<file path="config.mk">
export PLATFORM = sky130hd
export DESIGN_NAME = matrix_multiply_engine
export DESIGN_NICKNAME = d
export VERILOG_FILES = /design/src/hdl/mme_pkg.sv /design/src/hdl/matrix_multiply_engine.sv /design/src/hdl/mme_front.sv /design/src/hdl/mme_queue.sv /design/src/hdl/mme_back.sv
export SDC_FILE = /design/constraint.sdc
export NUM_CORES = 2
export LEC_CHECK = 0
export ABC_AREA = 1
export BUFFER_PORTS_ARGS = -buffer_cell sky130_fd_sc_hd__buf_2
export CORE_MARGIN = 2
export CORE_UTILIZATION = 55
export DETAILED_ROUTE_END_ITERATION = 8
export PLACE_DENSITY = 0.73
export SLEW_MARGIN = 20
export SYNTH_ARGS = -nofsm -noshare
export SYNTH_HDL_FRONTEND = slang
export SYNTH_SLANG_ARGS = --single-unit
</file>
<file path="constraint.sdc">
create_clock -name i_clk -period 6 [get_ports i_clk]
set_clock_uncertainty 0.2 [all_clocks]
set_input_delay 1.2 -clock i_clk [delete_from_list [all_inputs] [get_ports i_clk]]
set_output_delay 1.2 -clock i_clk [all_outputs]
set_load 0.02 [all_outputs]
</file>
<file path="src/hdl/mme_pkg.sv">
// Shared constants and types for the matrix multiply engine.
// No dependencies; imported by every module of the block.
`default_nettype none

package mme_pkg;

    // Default largest matrix dimension.
    localparam int MAX_DIM_DEF = 8;

    // Element, product and sum widths (Q8.8 in, Q16.16 product, Q19.16 sum out).
    localparam int ELEM_W = 16;
    localparam int PROD_W = 32;
    localparam int ACC_W  = 35;

    // Configuration port.
    localparam int DIM_REG_W = 4;
    localparam int CFG_IDX_W = 3;
    localparam int REG_COUNT = 4;

    // Row and column index ports.
    localparam int ROWCOL_W = 3;

    // Command queue between front and back.
    localparam int QUEUE_DEPTH = 4;
    localparam int QPTR_W      = 2;

    // Result status codes.
    localparam logic STATUS_OK       = 1'b0;
    localparam logic STATUS_MISMATCH = 1'b1;

    // Configuration register indexes.
    typedef enum logic [CFG_IDX_W-1:0] {
        REG_A_ROWS = 3'd0,
        REG_A_COLS = 3'd1,
        REG_B_ROWS = 3'd2,
        REG_B_COLS = 3'd3
    } t_reg_index;

endpackage

`default_nettype wire

</file>
<file path="src/hdl/matrix_multiply_engine.sv">
// Matrix multiply engine (P = A x B, Q8.8 in, Q19.16 out).
// Top level: ties mme_front, mme_queue and mme_back; depends on mme_pkg.
//
// Usage:
//   Configuration channel (i_cfg_valid/o_cfg_ready, i_cfg_index, i_cfg_data)
//   sets rows/cols of A and B; it is always ready. Write it only while idle;
//   any write to a valid index restarts the load. All dimensions reset to 8.
//   Input channel (i_in_valid/o_in_ready) moves one element per transfer:
//   A row-major, then B row-major. Loading takes one element per cycle while
//   the four-entry command queue has room.
//   After the last element of B, the back end runs one multiply-accumulate
//   per cycle while the result register is not stalled, with results in
//   row-major order and o_last on the final one.
//   While the MAC loop runs it takes no new commands, so loading of the next
//   run proceeds only until the queue is full. The single MAC unit sets the
//   pace of a run. Inner dimension mismatch gives one result with o_status
//   set and o_last high.
//   Output channel (o_out_valid/i_out_ready) holds each result in a register;
//   when the receiver stalls, the MAC pipeline freezes and nothing is lost.
//   Reset (i_rst_n low, synchronous) empties the queue and pipeline.
`default_nettype none

module matrix_multiply_engine import mme_pkg::*; #(
    parameter int MAX_DIM = MAX_DIM_DEF
) (
    input  wire logic                 i_clk,
    input  wire logic                 i_rst_n,
    // configuration
    input  wire logic                 i_cfg_valid,
    output logic                      o_cfg_ready,
    input  wire logic [CFG_IDX_W-1:0] i_cfg_index,
    input  wire logic [DIM_REG_W-1:0] i_cfg_data,
    // elements
    input  wire logic                 i_in_valid,
    output logic                      o_in_ready,
    input  wire logic [ELEM_W-1:0]    i_element_value,
    // results
    output logic                      o_out_valid,
    input  wire logic                 i_out_ready,
    output logic [ACC_W-1:0]          o_product_value,
    output logic [ROWCOL_W-1:0]       o_result_row,
    output logic [ROWCOL_W-1:0]       o_result_col,
    output logic                      o_status,
    output logic                      o_last
);

    localparam int DIM_W   = $clog2(MAX_DIM + 1);
    localparam int ADDR_W  = (MAX_DIM > 1) ? $clog2(MAX_DIM * MAX_DIM) : 1;
    localparam int ENTRY_W = 2 + ADDR_W + ELEM_W;

    logic               q_space, q_push, q_valid, q_pop;
    logic [ENTRY_W-1:0] q_wr_data, q_rd_data;
    logic [DIM_W-1:0]   a_rows, a_cols, b_rows, b_cols;

    // Accept and classify elements.
    mme_front #(
        .MAX_DIM (MAX_DIM)
    ) u_front (
        .i_clk           (i_clk),
        .i_rst_n         (i_rst_n),
        .i_cfg_valid     (i_cfg_valid),
        .o_cfg_ready     (o_cfg_ready),
        .i_cfg_index     (i_cfg_index),
        .i_cfg_data      (i_cfg_data),
        .i_in_valid      (i_in_valid),
        .o_in_ready      (o_in_ready),
        .i_element_value (i_element_value),
        .i_q_space       (q_space),
        .o_q_push        (q_push),
        .o_q_data        (q_wr_data),
        .o_a_rows        (a_rows),
        .o_a_cols        (a_cols),
        .o_b_rows        (b_rows),
        .o_b_cols        (b_cols)
    );

    // Buffer commands between the two sides.
    mme_queue #(
        .WIDTH (ENTRY_W)
    ) u_queue (
        .i_clk   (i_clk),
        .i_rst_n (i_rst_n),
        .i_push  (q_push),
        .i_data  (q_wr_data),
        .o_space (q_space),
        .o_valid (q_valid),
        .i_pop   (q_pop),
        .o_data  (q_rd_data)
    );

    // Store elements and compute the product.
    mme_back #(
        .MAX_DIM (MAX_DIM)
    ) u_back (
        .i_clk           (i_clk),
        .i_rst_n         (i_rst_n),
        .i_q_valid       (q_valid),
        .o_q_pop         (q_pop),
        .i_q_data        (q_rd_data),
        .i_a_rows        (a_rows),
        .i_a_cols        (a_cols),
        .i_b_rows        (b_rows),
        .i_b_cols        (b_cols),
        .o_out_valid     (o_out_valid),
        .i_out_ready     (i_out_ready),
        .o_product_value (o_product_value),
        .o_result_row    (o_result_row),
        .o_result_col    (o_result_col),
        .o_status        (o_status),
        .o_last          (o_last)
    );

endmodule

`default_nettype wire

</file>
<file path="src/hdl/mme_front.sv">
// Front end: configuration registers, element load counter and classifier.
// Depends on mme_pkg; feeds store-write commands into mme_queue.
`default_nettype none

module mme_front import mme_pkg::*; #(
    parameter int  MAX_DIM = MAX_DIM_DEF,
    localparam int DIM_W   = $clog2(MAX_DIM + 1),
    localparam int ADDR_W  = (MAX_DIM > 1) ? $clog2(MAX_DIM * MAX_DIM) : 1,
    localparam int CNT_W   = $clog2(2 * MAX_DIM * MAX_DIM + 1),
    localparam int ENTRY_W = 2 + ADDR_W + ELEM_W
) (
    input  wire logic                 i_clk,
    input  wire logic                 i_rst_n,
    // configuration writes
    input  wire logic                 i_cfg_valid,
    output logic                      o_cfg_ready,
    input  wire logic [CFG_IDX_W-1:0] i_cfg_index,
    input  wire logic [DIM_REG_W-1:0] i_cfg_data,
    // element input
    input  wire logic                 i_in_valid,
    output logic                      o_in_ready,
    input  wire logic [ELEM_W-1:0]    i_element_value,
    // command queue write side
    input  wire logic                 i_q_space,
    output logic                      o_q_push,
    output logic [ENTRY_W-1:0]        o_q_data,
    // effective dimensions
    output logic [DIM_W-1:0]          o_a_rows,
    output logic [DIM_W-1:0]          o_a_cols,
    output logic [DIM_W-1:0]          o_b_rows,
    output logic [DIM_W-1:0]          o_b_cols
);

    logic [DIM_REG_W-1:0] r_a_rows, r_a_cols, r_b_rows, r_b_cols;
    logic [CNT_W-1:0]     r_cnt, n_cnt;
    logic                 cfg_hit, accept, is_b, run_end;
    logic [CNT_W-1:0]     num_a, total, b_off, cnt_inc;

    // Clamp a raw dimension into 1..MAX_DIM.
    function automatic logic [DIM_W-1:0] clamp_dim(input logic [DIM_REG_W-1:0] raw);
        logic [DIM_W-1:0] res;
        if (raw == '0) begin
            res = DIM_W'(1);
        end else if (32'(raw) > MAX_DIM) begin
            res = DIM_W'(MAX_DIM);
        end else begin
            res = DIM_W'(raw);
        end
        return res;
    endfunction

    assign o_cfg_ready = 1'b1;
    assign cfg_hit     = i_cfg_valid && (i_cfg_index < CFG_IDX_W'(REG_COUNT));

    // Hold the configuration registers.
    always_ff @(posedge i_clk) begin
        if (!i_rst_n) begin
            r_a_rows <= DIM_REG_W'(8);
            r_a_cols <= DIM_REG_W'(8);
            r_b_rows <= DIM_REG_W'(8);
            r_b_cols <= DIM_REG_W'(8);
        end else if (i_cfg_valid) begin
            case (t_reg_index'(i_cfg_index))
                REG_A_ROWS: r_a_rows <= i_cfg_data;
                REG_A_COLS: r_a_cols <= i_cfg_data;
                REG_B_ROWS: r_b_rows <= i_cfg_data;
                REG_B_COLS: r_b_cols <= i_cfg_data;
                default: ;
            endcase
        end
    end

    assign o_a_rows = clamp_dim(r_a_rows);
    assign o_a_cols = clamp_dim(r_a_cols);
    assign o_b_rows = clamp_dim(r_b_rows);
    assign o_b_cols = clamp_dim(r_b_cols);

    // Classify the element by its place in the run.
    assign num_a   = CNT_W'(o_a_rows) * CNT_W'(o_a_cols);
    assign total   = num_a + CNT_W'(o_b_rows) * CNT_W'(o_b_cols);
    assign is_b    = (r_cnt >= num_a);
    assign b_off   = r_cnt - num_a;
    assign cnt_inc = r_cnt + CNT_W'(1);
    assign run_end = (cnt_inc >= total);

    assign o_in_ready = i_q_space;
    assign accept     = i_in_valid && o_in_ready;
    assign o_q_push   = accept;
    assign o_q_data   = {is_b, run_end,
                         is_b ? b_off[ADDR_W-1:0] : r_cnt[ADDR_W-1:0],
                         i_element_value};

    // Advance the load count; drop a partial load on a register write.
    always_comb begin
        n_cnt = r_cnt;
        if (cfg_hit) begin
            n_cnt = '0;
        end else if (accept) begin
            n_cnt = run_end ? '0 : cnt_inc;
        end
    end

    always_ff @(posedge i_clk) begin
        if (!i_rst_n) begin
            r_cnt <= '0;
        end else begin
            r_cnt <= n_cnt;
        end
    end

endmodule

`default_nettype wire

</file>
<file path="src/hdl/mme_queue.sv">
// Short command queue between the front end and the compute back end.
// Depends on mme_pkg for its depth.
`default_nettype none

module mme_queue import mme_pkg::*; #(
    parameter int WIDTH = 24
) (
    input  wire logic             i_clk,
    input  wire logic             i_rst_n,
    input  wire logic             i_push,
    input  wire logic [WIDTH-1:0] i_data,
    output logic                  o_space,
    output logic                  o_valid,
    input  wire logic             i_pop,
    output logic [WIDTH-1:0]      o_data
);

    logic [WIDTH-1:0]  r_mem [QUEUE_DEPTH];
    logic [QPTR_W-1:0] r_wr_ptr, r_rd_ptr;
    logic [QPTR_W:0]   r_count;
    logic              do_push, do_pop;

    assign o_space = (r_count != (QPTR_W + 1)'(QUEUE_DEPTH));
    assign o_valid = (r_count != '0);
    assign o_data  = r_mem[r_rd_ptr];
    assign do_push = i_push && o_space;
    assign do_pop  = i_pop && o_valid;

    // Store the pushed entry.
    always_ff @(posedge i_clk) begin
        if (do_push) begin
            r_mem[r_wr_ptr] <= i_data;
        end
    end

    // Advance pointers and fill count.
    always_ff @(posedge i_clk) begin
        if (!i_rst_n) begin
            r_wr_ptr <= '0;
            r_rd_ptr <= '0;
            r_count  <= '0;
        end else begin
            if (do_push) begin
                r_wr_ptr <= r_wr_ptr + QPTR_W'(1);
            end
            if (do_pop) begin
                r_rd_ptr <= r_rd_ptr + QPTR_W'(1);
            end
            case ({do_push, do_pop})
                2'b10:   r_count <= r_count + (QPTR_W + 1)'(1);
                2'b01:   r_count <= r_count - (QPTR_W + 1)'(1);
                default: r_count <= r_count;
            endcase
        end
    end

endmodule

`default_nettype wire

</file>
<file path="src/hdl/mme_back.sv">
// Back end: element stores, multiply-accumulate pipeline and result register.
// Depends on mme_pkg; takes store-write commands from mme_queue.
`default_nettype none

module mme_back import mme_pkg::*; #(
    parameter int  MAX_DIM = MAX_DIM_DEF,
    localparam int DIM_W   = $clog2(MAX_DIM + 1),
    localparam int ADDR_W  = (MAX_DIM > 1) ? $clog2(MAX_DIM * MAX_DIM) : 1,
    localparam int IDX_W   = (MAX_DIM > 1) ? $clog2(MAX_DIM) : 1,
    localparam int ENTRY_W = 2 + ADDR_W + ELEM_W
) (
    input  wire logic               i_clk,
    input  wire logic               i_rst_n,
    // command queue read side
    input  wire logic               i_q_valid,
    output logic                    o_q_pop,
    input  wire logic [ENTRY_W-1:0] i_q_data,
    // effective dimensions
    input  wire logic [DIM_W-1:0]   i_a_rows,
    input  wire logic [DIM_W-1:0]   i_a_cols,
    input  wire logic [DIM_W-1:0]   i_b_rows,
    input  wire logic [DIM_W-1:0]   i_b_cols,
    // results
    output logic                    o_out_valid,
    input  wire logic               i_out_ready,
    output logic [ACC_W-1:0]        o_product_value,
    output logic [ROWCOL_W-1:0]     o_result_row,
    output logic [ROWCOL_W-1:0]     o_result_col,
    output logic                    o_status,
    output logic                    o_last
);

    localparam int DEPTH = MAX_DIM * MAX_DIM;

    typedef enum logic [2:0] {
        ST_IDLE = 3'b001,
        ST_RUN  = 3'b010,
        ST_ERR  = 3'b100
    } t_state;

    // Per-stage tag of one multiply-accumulate step.
    typedef struct packed {
        logic                vld;
        logic                first;
        logic                last;
        logic                run_end;
        logic                err;
        logic [ROWCOL_W-1:0] row;
        logic [ROWCOL_W-1:0] col;
    } t_tag;

    logic [ELEM_W-1:0] a_mem [DEPTH];
    logic [ELEM_W-1:0] b_mem [DEPTH];

    t_state              r_state, n_state;
    logic [IDX_W-1:0]    r_i, r_j, r_k, n_i, n_j, n_k;
    logic [ADDR_W-1:0]   r_a_base, r_a_addr, r_b_addr, n_a_base, n_a_addr, n_b_addr;
    t_tag                s0_tag, r_s1, r_s2;
    logic [ELEM_W-1:0]   r_a_rd, r_b_rd;
    logic signed [PROD_W-1:0] r_prod;
    logic signed [ACC_W-1:0]  r_acc, w_sum;

    logic                r_out_vld;
    logic [ACC_W-1:0]    r_out_value;
    logic [ROWCOL_W-1:0] r_out_row, r_out_col;
    logic                r_out_status, r_out_last;

    logic                en, issue, k_last, j_last, i_last, finish;
    logic                q_is_b, q_run_end;
    logic [ADDR_W-1:0]   q_addr;
    logic [ELEM_W-1:0]   q_value;

    // Unpack the queue head.
    assign {q_is_b, q_run_end, q_addr, q_value} = i_q_data;
    assign o_q_pop = (r_state == ST_IDLE) && i_q_valid;

    // Stall the pipeline while a finished sum cannot enter the result register.
    assign en     = !(r_s2.vld && r_s2.last && r_out_vld && !i_out_ready);
    assign issue  = ((r_state == ST_RUN) || (r_state == ST_ERR)) && en;
    assign finish = en && r_s2.vld && r_s2.last;

    assign k_last = (DIM_W'(r_k) + DIM_W'(1) == i_a_cols);
    assign j_last = (DIM_W'(r_j) + DIM_W'(1) == i_b_cols);
    assign i_last = (DIM_W'(r_i) + DIM_W'(1) == i_a_rows);

    // Tag of the step issued this cycle.
    always_comb begin
        s0_tag.vld     = issue;
        s0_tag.first   = (r_k == '0);
        s0_tag.err     = (r_state == ST_ERR);
        s0_tag.last    = s0_tag.err || k_last;
        s0_tag.run_end = s0_tag.err || (i_last && j_last);
        s0_tag.row     = ROWCOL_W'(r_i);
        s0_tag.col     = ROWCOL_W'(r_j);
    end

    // Sequence rows, columns and the inner index.
    always_comb begin
        n_state  = r_state;
        n_i      = r_i;
        n_j      = r_j;
        n_k      = r_k;
        n_a_base = r_a_base;
        n_a_addr = r_a_addr;
        n_b_addr = r_b_addr;
        case (r_state)
            ST_IDLE: begin
                if (o_q_pop && q_run_end) begin
                    n_state  = (i_a_cols != i_b_rows) ? ST_ERR : ST_RUN;
                    n_i      = '0;
                    n_j      = '0;
                    n_k      = '0;
                    n_a_base = '0;
                    n_a_addr = '0;
                    n_b_addr = '0;
                end
            end
            ST_RUN: begin
                if (issue) begin
                    if (k_last) begin
                        n_k = '0;
                        if (j_last) begin
                            n_j      = '0;
                            n_i      = r_i + IDX_W'(1);
                            n_a_base = r_a_base + ADDR_W'(i_a_cols);
                            n_a_addr = r_a_base + ADDR_W'(i_a_cols);
                            n_b_addr = '0;
                            if (i_last) begin
                                n_state = ST_IDLE;
                            end
                        end else begin
                            n_j      = r_j + IDX_W'(1);
                            n_a_addr = r_a_base;
                            n_b_addr = ADDR_W'(r_j) + ADDR_W'(1);
                        end
                    end else begin
                        n_k      = r_k + IDX_W'(1);
                        n_a_addr = r_a_addr + ADDR_W'(1);
                        n_b_addr = r_b_addr + ADDR_W'(i_b_cols);
                    end
                end
            end
            ST_ERR: begin
                if (issue) begin
                    n_state = ST_IDLE;
                end
            end
            default: n_state = ST_IDLE;
        endcase
    end

    always_ff @(posedge i_clk) begin
        if (!i_rst_n) begin
            r_state <= ST_IDLE;
        end else begin
            r_state <= n_state;
        end
    end

    always_ff @(posedge i_clk) begin
        r_i      <= n_i;
        r_j      <= n_j;
        r_k      <= n_k;
        r_a_base <= n_a_base;
        r_a_addr <= n_a_addr;
        r_b_addr <= n_b_addr;
    end

    // Write loaded elements into the stores.
    always_ff @(posedge i_clk) begin
        if (o_q_pop && !q_is_b) begin
            a_mem[q_addr] <= q_value;
        end
    end

    always_ff @(posedge i_clk) begin
        if (o_q_pop && q_is_b) begin
            b_mem[q_addr] <= q_value;
        end
    end

    // Read both operands.
    always_ff @(posedge i_clk) begin
        if (en) begin
            r_a_rd <= a_mem[r_a_addr];
        end
    end

    always_ff @(posedge i_clk) begin
        if (en) begin
            r_b_rd <= b_mem[r_b_addr];
        end
    end

    // Advance the stage tags.
    always_ff @(posedge i_clk) begin
        if (!i_rst_n) begin
            r_s1 <= '0;
            r_s2 <= '0;
        end else if (en) begin
            r_s1 <= s0_tag;
            r_s2 <= r_s1;
        end
    end

    // Multiply.
    always_ff @(posedge i_clk) begin
        if (en) begin
            r_prod <= $signed(r_a_rd) * $signed(r_b_rd);
        end
    end

    // Accumulate.
    assign w_sum = (r_s2.first ? '0 : r_acc)
                 + {{(ACC_W - PROD_W){r_prod[PROD_W-1]}}, r_prod};

    always_ff @(posedge i_clk) begin
        if (en && r_s2.vld) begin
            r_acc <= w_sum;
        end
    end

    // Hold the finished result until it is transferred.
    always_ff @(posedge i_clk) begin
        if (!i_rst_n) begin
            r_out_vld <= 1'b0;
        end else if (finish) begin
            r_out_vld <= 1'b1;
        end else if (i_out_ready) begin
            r_out_vld <= 1'b0;
        end
    end

    always_ff @(posedge i_clk) begin
        if (finish) begin
            r_out_value  <= r_s2.err ? '0 : w_sum;
            r_out_row    <= r_s2.row;
            r_out_col    <= r_s2.col;
            r_out_status <= r_s2.err ? STATUS_MISMATCH : STATUS_OK;
            r_out_last   <= r_s2.run_end;
        end
    end

    assign o_out_valid     = r_out_vld;
    assign o_product_value = r_out_value;
    assign o_result_row    = r_out_row;
    assign o_result_col    = r_out_col;
    assign o_status        = r_out_status;
    assign o_last          = r_out_last;

endmodule

`default_nettype wire
</file>
* Word-level counts from Yosys, hierarchy flattened *
Memories as Yosys holds them, arrays and structs flattened. A register that Yosys moved wholly into a read port is not among the register bits.
Cells that the tools add are included.

operators by class
  order comparisons = 7
  multiply operators = 3
  $add $sub $neg = 18
  bitwise logic cells = 1
  muxes and demuxes = 55
  reduce and logical (&&, ||, !) cells = 42
  eq/ne operators = 19

operator list
  operator               number
  $mux W6                10
  $mux W3                16
  $pmux W6 S2            3
  $add A35 B35 Y35       1
  $mux W35               1
  $mul A16 B16 Y32       1
  $mux W4                8
  $pmux W3 S2            4
  $add A3 B1 Y4 const B  4
  $ge A8 B8 Y1           2
  $gt A4 B4 Y1 const B   4
  $logic_not A4 Y1       4
  $mul A4 B4 Y8          2
  $logic_and A1 B1 Y1    15
  $add A3 B1 Y3 const B  4
  $add A6 B4 Y6          2
  $eq A4 B4 Y1           3
  $eq A3 B2 Y1 const B   3
  $mux W1                9
  $pmux W3 S3            1
  $add A8 B1 Y8 const B  1
  $add A8 B8 Y8          1
  $mux W8                1
  $ne A2 B1 Y1 const B   4
  25 further kinds       41

word-level totals
  memories kept = 3
  logic and storage cells = 185
  input port bits = 28
  register bits = 194
  memory bits (writable) = 2,144
  output and inout port bits = 46

memory list
  memory         depth  bits a word  read ports  clocked after memory_dff  wr ports  RTL line         source
  u_back.a_mem   64     16           1           1                         1         mme_back.sv:52   logic [ELEM_W-1:0] a_mem [DEPTH];
  u_back.b_mem   64     16           1           1                         1         mme_back.sv:53   logic [ELEM_W-1:0] b_mem [DEPTH];
  u_queue.r_mem  4      24           1           1                         1         mme_queue.sv:18  logic [WIDTH-1:0] r_mem [QUEUE_DEPTH];

* Depth between registers and ports, before layout *
  depth in word-level cells = 9
  mapped depth = 28
  gate-level depth less buffers = 28

* Modules after synthesis *
From an unflattened synthesis, not the netlist that was laid out.

unflattened totals
  cell total of the unflattened synthesis = 9,661
  area total of the unflattened synthesis = 109,154.7 um^2

by module, submodules not included
  module     cells an instance  sequential area each (um^2)  area each (um^2)  instances
  mme_back   8,905              67,094.3                     101,904.0         1
  mme_queue  300                3,062.9                      4,217.8           1
  mme_front  456                480.5                        3,032.9           1

* Worst setup path after synthesis *
Ideal clock, no wire load.

  kind = register to register
  from = reg u_back.r_a_rd[15] (read register of u_back.a_mem)
  to = reg u_back.r_prod[31] (data pin)
  slack = 0.236 ns
  stages on the path, launching flop included = 24
  buffers on the path = 1
  period minus slack after synthesis = 5.764 ns
  library setup time = 0.252 ns
  data required time = 5.548 ns
  arrival = 5.312 ns
  cell sequence = edfxtp_1 -> clkbuf_1 -> nand2_1 -> inv_1 -> fa_1 -> fa_1 -> inv_1 -> fa_1 -> inv_1 -> fa_1 -> inv_1 -> fa_1 -> fa_1 -> inv_1 -> ha_1 -> inv_1 -> nor3_1 -> nand2_1 -> inv_1 -> o21ai_0 -> nand3_1 -> inv_1 -> nand2_1 -> nand2_1

between the ends
  word-level cells in the longest chain between the ends = 1

RTL lines
  element               RTL line         source
  from (decl)           mme_back.sv:59   logic [ELEM_W-1:0] r_a_rd, r_b_rd;
  $mul A16 B16 Y32      mme_back.sv:209  r_prod <= $signed(r_a_rd) * $signed(r_b_rd);
  to (signal assigned)  mme_back.sv:209
  to (decl)             mme_back.sv:60   logic signed [PROD_W-1:0] r_prod;

Every way passes these cells.
A chain may end at the register's enable or synchronous reset.

* Final worst setup path *
  from = reg u_back.r_a_rd[15] (read register of u_back.a_mem)
  to = reg u_back.r_prod[28] (data pin)

Same word-level chain as after synthesis.

==> metrics.txt <==
Syn Inst Count=9186; vias per std cell=6.08; endpoints failing setup=0; commonest non-fill, non-tap cell in the layout=edfxtp_1; Max Freq=0.169 GHz; DRT iter0 DRCs=9754; total gr overflow=0; Net Count, Synth=9672; Avg Inst Size Synth=11.7 µm²; Total GRT Usage=0.288; pre-CTS setup slack=-0.00443 ns; layout cell share with drive strength beyond 1=0.0942; GR Util met3=0.0501; WP data required=6.37 ns; Die W=447 µm; hold_ws=0.212 ns; synthesized flop and latch total=2372; Die Ht=447 µm; gr busiest metal=met2; met1 Track Usage GR=0.392; antenna viol nets, final=0; IO Port Bufs=72; Crit Path Category=reg2reg; Setup crit start kind=register; Tcrit/Tclk final=0.986; ys flop type=edfxtp_1; max-slew violations=0; Vias=73500; clock sinks=2372; WL/cell=24.0 µm; status=finished, final reports clean; Root Driver=clkbuf_16; FP Rows=162; initial cell density of the core=0.553; Total Nets Final=9755; antenna violations before repair=9; P&R area growth vs syn=11.4%; final non-filler cell total=12100; RSZ-0062 raised after global routing=true; Synth cell types=55; Clock Path Buffers=3; RePlAce Congestion=0.920; final core occ=0.616; final hold vios=0; worst-margin pin slew=1.12 ns; placed wire-length estimate=178 mm; CTS tree=yes; PnR worst setup slack=0.0828 ns; dpl cells=11600; most frequent cells in the layout=2313 x edfxtp_1, 1508 x nor2_1, 1134 x o21ai_0; Post-synth ARST share=0; synthesized area=108000 µm²; I/O Pins=74; first-pass GRT wire length=434 mm; core area=195000 µm²; die area=200000 µm²; Post-synth EDFFs=2313; vias in the first global route=71100; largest net degree at the start of global routing=190; met2 global-route usage=0.464; clk_lat worst skew=0.90 ns; hold crit path type=reg2reg; crit path max fanout=7; # hold bufs at CTS=0; sequential fraction of the synthesis area=0.655; WP data arrival=6.29 ns; final WL=291 mm; Clock transition at path regs=0.06 ns; Max Cap Viol=0; max_slew headroom=0.249; Final Critical Period=5.92 ns; CTS H-tree lvls=4; DRC viols=0; cts bufs inserted=224; DRT Pass-1 Iters=6; type of destination of the critical path=register; Syn. warnings=0
[synthesized netlist by cell type (7+ instances only)]
cell,number,area (µm²)
o211ai_1,209,1570
o21bai_1,9,67.6
nor2_2,10,62.6
nor2_1,1534,5760
a211oi_1,16,120
buf_6,9,101
nor3_1,26,130
buf_1,18,67.6
dfxtp_1,59,1180
buf_2,132,661
fa_1,280,5610
clkbuf_1,358,1340
edfxtp_1,2313,69500
a31o_2,16,140
ha_1,178,2230
a21oi_1,163,816
inv_1,759,2850
o21ai_1,42,210
nand3_1,259,1300
clkinv_1,7,26.3
buf_4,19,143
nand4_1,72,450
o22ai_1,326,2040
o21ai_0,1140,5710
xor2_1,57,499
or2_2,14,87.6
xnor2_1,26,228
o221ai_1,86,753
inv_2,9,33.8
nand2_1,986,3700
nor2_4,8,90.1
[final timing paths]
check / from / to / slack (ns) / cells past startpoint
worst min register to register: u_back.r_s2[6]$_SDFFE_PN0N_ / u_back.o_status$_DFFE_PP_ / 0.21 / 0
worst max-delay path: u_back.r_a_rd[15]$_DFFE_PN_ / u_back.r_prod[28]$_DFFE_PN_ / 0.08 / 21
worst min-delay path: u_back.r_s2[6]$_SDFFE_PN0N_ / u_back.o_status$_DFFE_PP_ / 0.21 / 0
worst max register to register: u_back.r_a_rd[15]$_DFFE_PN_ / u_back.r_prod[28]$_DFFE_PN_ / 0.08 / 21
[stage by stage]
stage / instance area, µm² / setup TNS (ns)
5_1_grt: 120000 / -0.517
3_3_place_gp: 112000 / -0.0414
6_report: 120000 / 0
3_5_place_dp: 112000 / -0.00443
2_1_floorplan: 108000 / 0
4_1_cts: 120000 / 0
[worst max-delay path, cell delays in order, from the launching register on]
cell	delay, ns
edfxtp_1	0.51
buf_6	0.18
nand2_1	0.06
inv_1	0.06
fa_1	0.52
fa_2	0.60
clkinvlp_4	0.19
buf_4	0.19
fa_1	0.47
inv_1	0.05
fa_1	0.52
inv_1	0.05
fa_1	0.47
inv_1	0.05
fa_1	0.47
ha_4	0.31
nand2_2	0.09
nor2_2	0.13
nand2_1	0.06
or2_2	0.29
nand3_1	0.08
xor2_1	0.06
[registers in the layout, indices dropped and copies added (netlist names), 4 cells and up, named ones only]
name and cells:
u_back.r_a_rd 16, u_front.r_a_rows 4, u_back.r_a_base 6, u_back.r_s2 11
u_back.r_b_rd 16, u_back.r_a_addr 6, u_queue.r_mem 96, u_back.b_mem 1024
u_back.r_b_addr 6, u_back.o_product_value 35, u_front.r_b_rows 4, u_front.r_a_cols 4
u_front.r_b_cols 4, u_back.r_s1 11, u_back.r_prod 32, u_front.r_cnt 8
u_back.a_mem 1024, u_back.r_acc 35
[final cells by class]
type                       count  area, µm²
inverter                     778       2970
multi-input combinational   5500      32500
sequential                  2372      70600
clock inverter               147       1710
antenna                        8       20.0
fill                       14600      74700
timing repair buffer         393       3170
tap                         2624       3280
clock buffer                 272       5800
[what timing repair did]
action | 4_1_cts | 5_1_grt
setup endpoints to repair | 1 | 28
resized for setup | 1 | 73
pin swaps | 0 | 10
setup buffers | 0 | 20
[per-layer routing]
metal	vias to the layer above	wire length, µm
met5	-	25
met4	4	12400
met3	594	30100
met2	4308	138000
met1	36100	111000
li1	32500	-
[cells by family after synthesis]
group | after synthesis | synth area share
compound gates | 2033 | 0.108
buf+inv | 1314 | 0.0487
xor+xnor | 83 | 0.00674
flops | 2372 | 0.655
fa+ha+maj | 458 | 0.0727
other cells | 1 | 0.0000348
simple gates | 2925 | 0.109
Power is not shown: default switching activity piles up to over one toggle a cycle in this logic, so the estimate is an artifact.
